**src/hdl/sfbl_pkg.sv**
```systemverilog
package sfbl_pkg;

    // default table depth
    localparam int ENTRIES_DEF = 16;

    // action codes
    localparam logic [2:0] ACT_PUSH   = 3'd0;
    localparam logic [2:0] ACT_INSERT = 3'd1;
    localparam logic [2:0] ACT_REMOVE = 3'd2;
    localparam logic [2:0] ACT_QUERY  = 3'd3;
    localparam logic [2:0] ACT_POP    = 3'd4;

    // status codes
    localparam logic [1:0] ST_OK        = 2'd0;
    localparam logic [1:0] ST_NOT_FOUND = 2'd1;
    localparam logic [1:0] ST_FULL      = 2'd2;
    localparam logic [1:0] ST_EMPTY     = 2'd3;

    // one stored descriptor, as seen by the neighbor cells
    typedef struct packed {
        logic        valid;
        logic [31:0] addr;
        logic [31:0] size;
    } t_ent;

    // scan token handed down the chain: any hit upstream, and the first hit's data
    typedef struct packed {
        logic        seen;
        logic [31:0] addr;
        logic [31:0] size;
    } t_scan;

    // command broadcast to every cell
    typedef struct packed {
        logic [2:0]  act;
        logic [31:0] addr;
        logic [31:0] size;
        logic        apply;
        logic        open_gap;
        logic        close_gap;
    } t_cmd;

endpackage

```
**src/hdl/sfbl_cell.sv**
```systemverilog
module sfbl_cell (
    input  logic             i_clk,
    input  logic             i_rst_n,
    input  sfbl_pkg::t_cmd   i_cmd,
    input  sfbl_pkg::t_ent   i_left,
    input  sfbl_pkg::t_ent   i_right,
    output sfbl_pkg::t_ent   o_ent,
    input  sfbl_pkg::t_scan  i_scan,
    output sfbl_pkg::t_scan  o_scan
);
    import sfbl_pkg::*;

    t_ent  r_ent;
    t_ent  n_ent;
    t_scan r_scan;
    logic  w_hit;

    // local match for the current action
    always_comb begin
        case (i_cmd.act)
            ACT_PUSH:   w_hit = 1'b1;
            ACT_INSERT: w_hit = !r_ent.valid || (i_cmd.addr < r_ent.addr);
            ACT_REMOVE: w_hit = r_ent.valid && (i_cmd.addr == r_ent.addr);
            ACT_QUERY:  w_hit = r_ent.valid && (r_ent.size > i_cmd.size);
            ACT_POP:    w_hit = r_ent.valid;
            default:    w_hit = 1'b0;
        endcase
    end

    // token to the next cell: first hit wins
    always_comb begin
        o_scan.seen = r_scan.seen | w_hit;
        o_scan.addr = r_scan.seen ? r_scan.addr : r_ent.addr;
        o_scan.size = r_scan.seen ? r_scan.size : r_ent.size;
    end

    // open: past 1st hit shift right, it loads entry; close: from it shift left
    always_comb begin
        n_ent = r_ent;
        if (i_cmd.apply) begin
            if (i_cmd.open_gap) begin
                if (r_scan.seen) begin
                    n_ent = i_left;
                end else if (w_hit) begin
                    n_ent = '{valid: 1'b1, addr: i_cmd.addr, size: i_cmd.size};
                end
            end else if (i_cmd.close_gap) begin
                if (r_scan.seen || w_hit) begin
                    n_ent = i_right;
                end
            end
        end
    end

    always_ff @(posedge i_clk) begin
        r_ent.addr  <= n_ent.addr;
        r_ent.size  <= n_ent.size;
        r_scan.addr <= i_scan.addr;
        r_scan.size <= i_scan.size;
        if (!i_rst_n) begin
            r_ent.valid <= 1'b0;
            r_scan.seen <= 1'b0;
        end else begin
            r_ent.valid <= n_ent.valid;
            r_scan.seen <= i_scan.seen;
        end
    end

    assign o_ent = r_ent;

endmodule

```
**src/hdl/sorted_free_block_list.sv**
```systemverilog
// Channel   Direction  Handshake          Fields
// command   in         start / busy       i_action, i_in_address, i_in_size
// result    out        o_done (1 cycle)   o_status, o_out_address, o_out_size
//
// A transaction is taken when start is high and busy is low.
// The block passes through the sweep and apply states before the result strobe and stays busy
// meanwhile, one transaction at a time: the hit token ripples one cell per cycle down the chain.
// Synchronous active-low reset empties the table (valid bits cleared) and idles the block.
// The receiver cannot stall: o_done is high for one cycle only; the result fields hold until the next apply.
module sorted_free_block_list #(
    parameter int ENTRIES = sfbl_pkg::ENTRIES_DEF
) (
    input  logic        i_clk,
    input  logic        i_rst_n,
    input  logic        start,
    output logic        busy,
    input  logic [2:0]  i_action,
    input  logic [31:0] i_in_address,
    input  logic [31:0] i_in_size,
    output logic        o_done,
    output logic [1:0]  o_status,
    output logic [31:0] o_out_address,
    output logic [31:0] o_out_size
);
    import sfbl_pkg::*;

    localparam int CW = (ENTRIES > 2) ? $clog2(ENTRIES - 1) : 1;
    localparam logic [CW-1:0] SWEEP_LAST = CW'(ENTRIES - 2);

    typedef enum logic [2:0] {
        S_IDLE  = 3'b001,
        S_SWEEP = 3'b010,
        S_APPLY = 3'b100
    } t_state;

    t_state        r_state;
    logic [CW-1:0] r_cnt;
    logic [2:0]    r_act;
    logic [31:0]   r_addr;
    logic [31:0]   r_size;
    logic          r_done;
    logic [1:0]    r_status;
    logic [31:0]   r_oaddr;
    logic [31:0]   r_osize;
    logic [1:0]    n_status;
    logic [31:0]   n_oaddr;
    logic [31:0]   n_osize;

    t_cmd              w_cmd;
    t_ent              w_ent   [ENTRIES];
    t_ent              w_left  [ENTRIES];
    t_ent              w_right [ENTRIES];
    t_scan             w_scan  [ENTRIES+1];
    logic [ENTRIES-1:0] w_valid;
    logic              w_full;
    logic              w_found;

    // cell chain
    assign w_scan[0] = '0;
    genvar gi;
    generate
        for (gi = 0; gi < ENTRIES; gi++) begin : g_cell
            if (gi == 0) begin : g_head
                assign w_left[gi] = '0;
            end else begin : g_mid_l
                assign w_left[gi] = w_ent[gi-1];
            end
            if (gi == ENTRIES - 1) begin : g_tail
                assign w_right[gi] = '0;
            end else begin : g_mid_r
                assign w_right[gi] = w_ent[gi+1];
            end
            assign w_valid[gi] = w_ent[gi].valid;

            sfbl_cell u_cell (
                .i_clk   (i_clk),
                .i_rst_n (i_rst_n),
                .i_cmd   (w_cmd),
                .i_left  (w_left[gi]),
                .i_right (w_right[gi]),
                .o_ent   (w_ent[gi]),
                .i_scan  (w_scan[gi]),
                .o_scan  (w_scan[gi+1])
            );
        end
    endgenerate

    assign w_full  = w_ent[ENTRIES-1].valid;
    assign w_found = w_scan[ENTRIES].seen;

    // broadcast command
    always_comb begin
        w_cmd.act       = r_act;
        w_cmd.addr      = r_addr;
        w_cmd.size      = r_size;
        w_cmd.apply     = (r_state == S_APPLY);
        w_cmd.open_gap  = ((r_act == ACT_PUSH) || (r_act == ACT_INSERT)) && !w_full;
        w_cmd.close_gap = (r_act == ACT_REMOVE) || (r_act == ACT_POP);
    end

    // result of the transaction
    always_comb begin
        n_status = ST_OK;
        n_oaddr  = '0;
        n_osize  = '0;
        case (r_act)
            ACT_PUSH, ACT_INSERT: begin
                n_status = w_full ? ST_FULL : ST_OK;
            end
            ACT_REMOVE: begin
                n_status = w_found ? ST_OK : ST_NOT_FOUND;
            end
            ACT_QUERY: begin
                n_status = w_found ? ST_OK : ST_NOT_FOUND;
                n_oaddr  = w_found ? w_scan[ENTRIES].addr : '0;
                n_osize  = w_found ? w_scan[ENTRIES].size : '0;
            end
            ACT_POP: begin
                n_status = w_found ? ST_OK : ST_EMPTY;
                n_oaddr  = w_found ? w_scan[ENTRIES].addr : '0;
                n_osize  = w_found ? w_scan[ENTRIES].size : '0;
            end
            default: begin
                n_status = ST_OK;
            end
        endcase
    end

    // sequencer
    always_ff @(posedge i_clk) begin
        if (!i_rst_n) begin
            r_state <= S_IDLE;
            r_cnt   <= '0;
            r_done  <= 1'b0;
        end else begin
            r_done <= 1'b0;
            case (r_state)
                S_IDLE: begin
                    if (start) begin
                        r_state <= S_SWEEP;
                        r_cnt   <= SWEEP_LAST;
                    end
                end
                S_SWEEP: begin
                    if (r_cnt == '0) begin
                        r_state <= S_APPLY;
                    end else begin
                        r_cnt <= r_cnt - 1'b1;
                    end
                end
                S_APPLY: begin
                    r_state <= S_IDLE;
                    r_done  <= 1'b1;
                end
                default: begin
                    r_state <= S_IDLE;
                end
            endcase
        end
    end

    // command and result payload
    always_ff @(posedge i_clk) begin
        if (r_state == S_IDLE && start) begin
            r_act  <= i_action;
            r_addr <= i_in_address;
            r_size <= i_in_size;
        end
        if (r_state == S_APPLY) begin
            r_status <= n_status;
            r_oaddr  <= n_oaddr;
            r_osize  <= n_osize;
        end
    end

    assign busy          = (r_state != S_IDLE);
    assign o_done        = r_done;
    assign o_status      = r_status;
    assign o_out_address = r_oaddr;
    assign o_out_size    = r_osize;

    // valid entries always form a prefix of the chain
    a_valid_prefix: assert property (@(posedge i_clk) disable iff (!i_rst_n)
        (w_valid & (w_valid + 1'b1)) == '0)
        else $error("valid entries not contiguous from the head");

    a_done_after_apply: assert property (@(posedge i_clk) disable iff (!i_rst_n)
        o_done |-> $past(r_state == S_APPLY))
        else $error("result strobe without an apply cycle");

    a_busy_after_accept: assert property (@(posedge i_clk) disable iff (!i_rst_n)
        (start && !busy) |=> (busy && !o_done))
        else $error("accepted transaction did not raise busy");

    a_full_stays: assert property (@(posedge i_clk) disable iff (!i_rst_n)
        (o_done && o_status == ST_FULL) |-> w_full)
        else $error("full status but table not full");

    a_empty_stays: assert property (@(posedge i_clk) disable iff (!i_rst_n)
        (o_done && o_status == ST_EMPTY) |-> !w_valid[0])
        else $error("empty status but table holds entries");

endmodule
```
**config.mk**
```make
export PLATFORM = sky130hd
export DESIGN_NAME = sorted_free_block_list
export DESIGN_NICKNAME = d
export VERILOG_FILES = /design/src/hdl/sfbl_pkg.sv /design/src/hdl/sfbl_cell.sv /design/src/hdl/sorted_free_block_list.sv
export SDC_FILE = /design/constraint.sdc
export NUM_CORES = 2
export LEC_CHECK = 0
export ABC_AREA = 1
export BUFFER_PORTS_ARGS = -buffer_cell sky130_fd_sc_hd__buf_4
export CAP_MARGIN = 0
export CORE_MARGIN = 4
export CORE_UTILIZATION = 35
export DETAILED_ROUTE_END_ITERATION = 8
export MAX_ROUTING_LAYER = met4
export SLEW_MARGIN = 25
export SYNTH_ARGS = -nofsm -noshare
export SYNTH_HDL_FRONTEND = slang
export SYNTH_SLANG_ARGS = --single-unit
```
**constraint.sdc**
```tcl
create_clock -name i_clk -period 28.9 [get_ports i_clk]
set_input_delay 1.445 -clock i_clk [delete_from_list [all_inputs] [get_ports i_clk]]
set_output_delay 1.445 -clock i_clk [all_outputs]
set_load 0.02 [all_outputs]
```
==> run_results.csv <==
group,metric,value,unit
global_route,grt_max_degree,257,
floorplanning,rows,206,
power_and_ir_drop,p_leak,49.3,nW
power_and_ir_drop,power,7.32,mW
floorplanning,core-area,0.315,mm^2
logic_synthesis,ys.warnings.count,0,
logic_synthesis,netlist.area_leader.share,31.4,%
worst_setup_path,end_kind,"register",
sta,fin_setup_tns,0,ps
worst_setup_path,worstSetupPathType,"register to register",
min_path,worstHoldPathType,"register to register",
route,detail-route-antenna-nets,0,
sta,min_period_over_period,20.6,%
sta,setup_viol,0,
final_layout,postLayoutCellArea,0.123,mm^2
route,drc,0,
floorplanning,start_util,35.1,%
final_layout,area_growth,11.4,%
clock_network,cts_made_buffers,228,
logic_synthesis,ys_top_cells_by_area,"edfxtp_1 31%, dfxtp_1 18%, ha_1 12%, nand2_1 11%, o21ai_0 9.1%",
clock_network,clock_sinks,2156,
place,port_buffers,137,
place,hpwlAfterDp,223000,um
route,routed_wl,315000,um
route,drt_iter0_drc,7240,
logic_synthesis,syn_nets,13700,
worst_setup_path,cp_data_required_time,29600,ps
floorplanning,fp.dieW,570,um
logic_synthesis,avgSynthCellArea,8.79,um^2
sta,tightest_slew,1300,ps
global_route,grt.total_usage,19.4,%
logic_synthesis,ys_ff_latch,2156,
logic_synthesis,ys_types,37,
job,cap_violations,0,
final_layout,final_util,39.1,%
sta,post-route-min-period,5970,ps
clock_network,cts_tree,"done",
sta,hold_viol_final,0,
global_route,grt.busiest_layer,"met2",
place,dp_slack,23020,ps
final_layout,nFillCells,31700,
place,placed_cell_area,0.115,mm^2
clock_network,cts_hold_buf,0,
route,first_pass_iters,9,
global_route,grt_pass1_wl,491000,um
status,status,"completed",
final_layout,drive_above_1_share,5.85,%
clock_network,root_buffer,"clkbuf_16",
sta,maxSlewViolCount,0,
floorplanning,die_area,0.325,mm^2
route,wl_per_cell,18.9,um
final_layout,layout.nets,13400,
sta,rsz0062_at_grt,"no",
sta,fmax,0.168,GHz
clock_network,clk_latency,900,ps
power_and_ir_drop,pwr_density_cell,59.5,mW/mm^2
global_route,antenna_found_initial,6,
place,place.gp.congestion,0.858,
worst_setup_path,cp.arrival,6670,ps
global_route,grt_overflow_total,0,
logic_synthesis,netlist_instances,12600,
sta,maxSlewHeadroom,13.6,%
logic_synthesis,synth_seq_area_share,49.5,%
clock_network,clk_pin_slew,60,ps
sta,hold_slack,368,ps
worst_setup_path,cp-start-kind,"register",
clock_network,cts_resized,0,
clock_network,h-tree-depth,4,
route,routed_via_density,5.23,
route,via_count,87400,
final_layout,instances_no_fill,16700,
clock_network,post-cts-setup-buffer-count,0,
sta,fin_ws,22930,ps
clock_network,cts_buffer_depth,4,
logic_synthesis,synth_largest_area_cell,"edfxtp_1",
global_route,met3_usage,1.83,%
worst_setup_path,path_max_fanout,134,
global_route,grt_pass1_vias,84900,
logic_synthesis,synth_area,0.111,mm^2
sta,fin_skew,45.0,ps
floorplanning,io_pins,138,
power_and_ir_drop,irDropWorstVdd,0.0595,mV
global_route,grt_use_met2,32.0,%
global_route,grtUsageMet1,25.8,%
floorplanning,chipHeight,570,um
place,dp.cells,16300,
[state kept, by name (all words and copies together), names as in the netlist]
| signal | cells |
|---|---|
| r_state | 3 |
| o_out_size | 32 |
| r_size | 32 |
| o_out_address | 32 |
| g_cell.u_cell.r_scan | 975 |
| r_act | 3 |
| r_cnt | 4 |
| o_done | 1 |
| g_cell.u_cell.o_ent | 1040 |
| r_addr | 32 |
| o_status | 2 |
[path summary, 6_finish.rpt]
path / end / cells after the start / slack (ps) / startpoint
setup reg to reg: g_cell[3].u_cell.o_ent[19]$_DFFE_PP_ / 11 / 22930 / r_act[2]$_DFFE_PP_
hold / removal: g_cell[1].u_cell.r_scan[37]$_DFF_P_ / 0 / 370 / g_cell[0].u_cell.o_ent[37]$_DFFE_PP_
setup / recovery: g_cell[3].u_cell.o_ent[19]$_DFFE_PP_ / 11 / 22930 / r_act[2]$_DFFE_PP_
hold reg to reg: g_cell[1].u_cell.r_scan[37]$_DFF_P_ / 0 / 370 / g_cell[0].u_cell.o_ent[37]$_DFFE_PP_
[routing by layer]
layer  up-vias  routed length (um)  part of all wire, %
met2      1848              149000                   47
met4         0                7420                  2.4
met5         -                   0                    0
met1     42400              144000                   46
met3       388               13900                  4.4
li1      42700                   -                    -
[worst max-delay path: stages (launching register included)]
cell and delay (ps):
edfxtp_1 470, nor2_4 490, inv_2 110, nor2_4 90
buf_4 690, buf_12 480, buf_16 390, buf_4 760
buf_4 770, buf_4 800, o211ai_1 200, o21ai_0 150
[cell type report]
| class | instances | area [um^2] | area share [%] |
|---|---|---|---|
| Timing Repair Buffer | 289 | 2330 | 1.90 |
| Tap cell | 4160 | 5200 | 4.23 |
| Inverter | 1263 | 4770 | 3.88 |
| Antenna cell | 6 | 15.0 | 0.0122 |
| Sequential cell | 2156 | 54800 | 44.5 |
| Clock buffer | 325 | 6670 | 5.42 |
| Multi-Input combinational cell | 8393 | 48000 | 39.0 |
| Clock inverter | 95 | 1290 | 1.04 |
[Yosys cell counts, drive strengths merged]
master / instances
nor2: 398
nor2b: 4
clkinv: 2
o22ai: 1
inv: 1261
a221oi: 1
a21o: 2
o211ai: 866
nor3b: 6
nand3: 83
ha: 1025
o21a: 63
nand3b: 4
edfxtp: 1157
nor4: 13
nand4: 73
nand2: 3095
a21oi: 659
nor3: 41
xor2: 1
dfxtp: 999
buf: 221
o21ai: 2016
clkbuf: 537
o21bai: 2
a31oi: 40
[power by group]
group / total [mW] / switching, mW / leakage [nW] / internal, mW
registers: 3.40 / 0.0644 / 18.9 / 3.33
logic: 0.763 / 0.523 / 26.4 / 0.240
clock network: 3.16 / 1.29 / 3.91 / 1.87
total: 7.32 / 1.88 / 49.3 / 5.44
[cell families (layout without fill, tap and decap cells)]
logic type / Yosys count / count (layout) / share of synthesized area [%]
adder cells (fa/ha/maj): 1025 / 1025 / 11.6
AND/OR/NAND/NOR: 3717 / 3717 / 13.0
buffers and inverters: 2021 / 1972 / 7.05
flip-flops: 2156 / 2156 / 49.5
AO/OA/AOI/OAI: 3650 / 3650 / 18.8
other: 0 / 6 / 0
XOR/XNOR: 1 / 1 / 0.00792
[cells in the final DEF, fill, tap and decap left out, types with 4 or more instances in the layout]
master      count
clkinv_1       10
nand4_1        73
nor3_1         40
dfxtp_1       984
nand2_1      3094
inv_4          10
nor4_1         12
nor2_4          5
nand3b_1        4
o21ai_0      2015
dfxtp_4        15
a31oi_1        40
bufinv_16      30
diode_2         6
clkinvlp_4      8
clkbuf_1       47
nor2_1        393
nand3_1        82
a21oi_1       631
inv_1        1236
nor2b_1         4
o21a_1         63
edfxtp_1     1157
a21oi_2        28
inv_2           7
nor3b_1         6
clkinv_2       53
clkbuf_8       41
o211ai_1      866
clkbuf_16     237
buf_4         277
buf_12         10
ha_1         1025
Note: power is estimated with default switching activity, not from simulation.
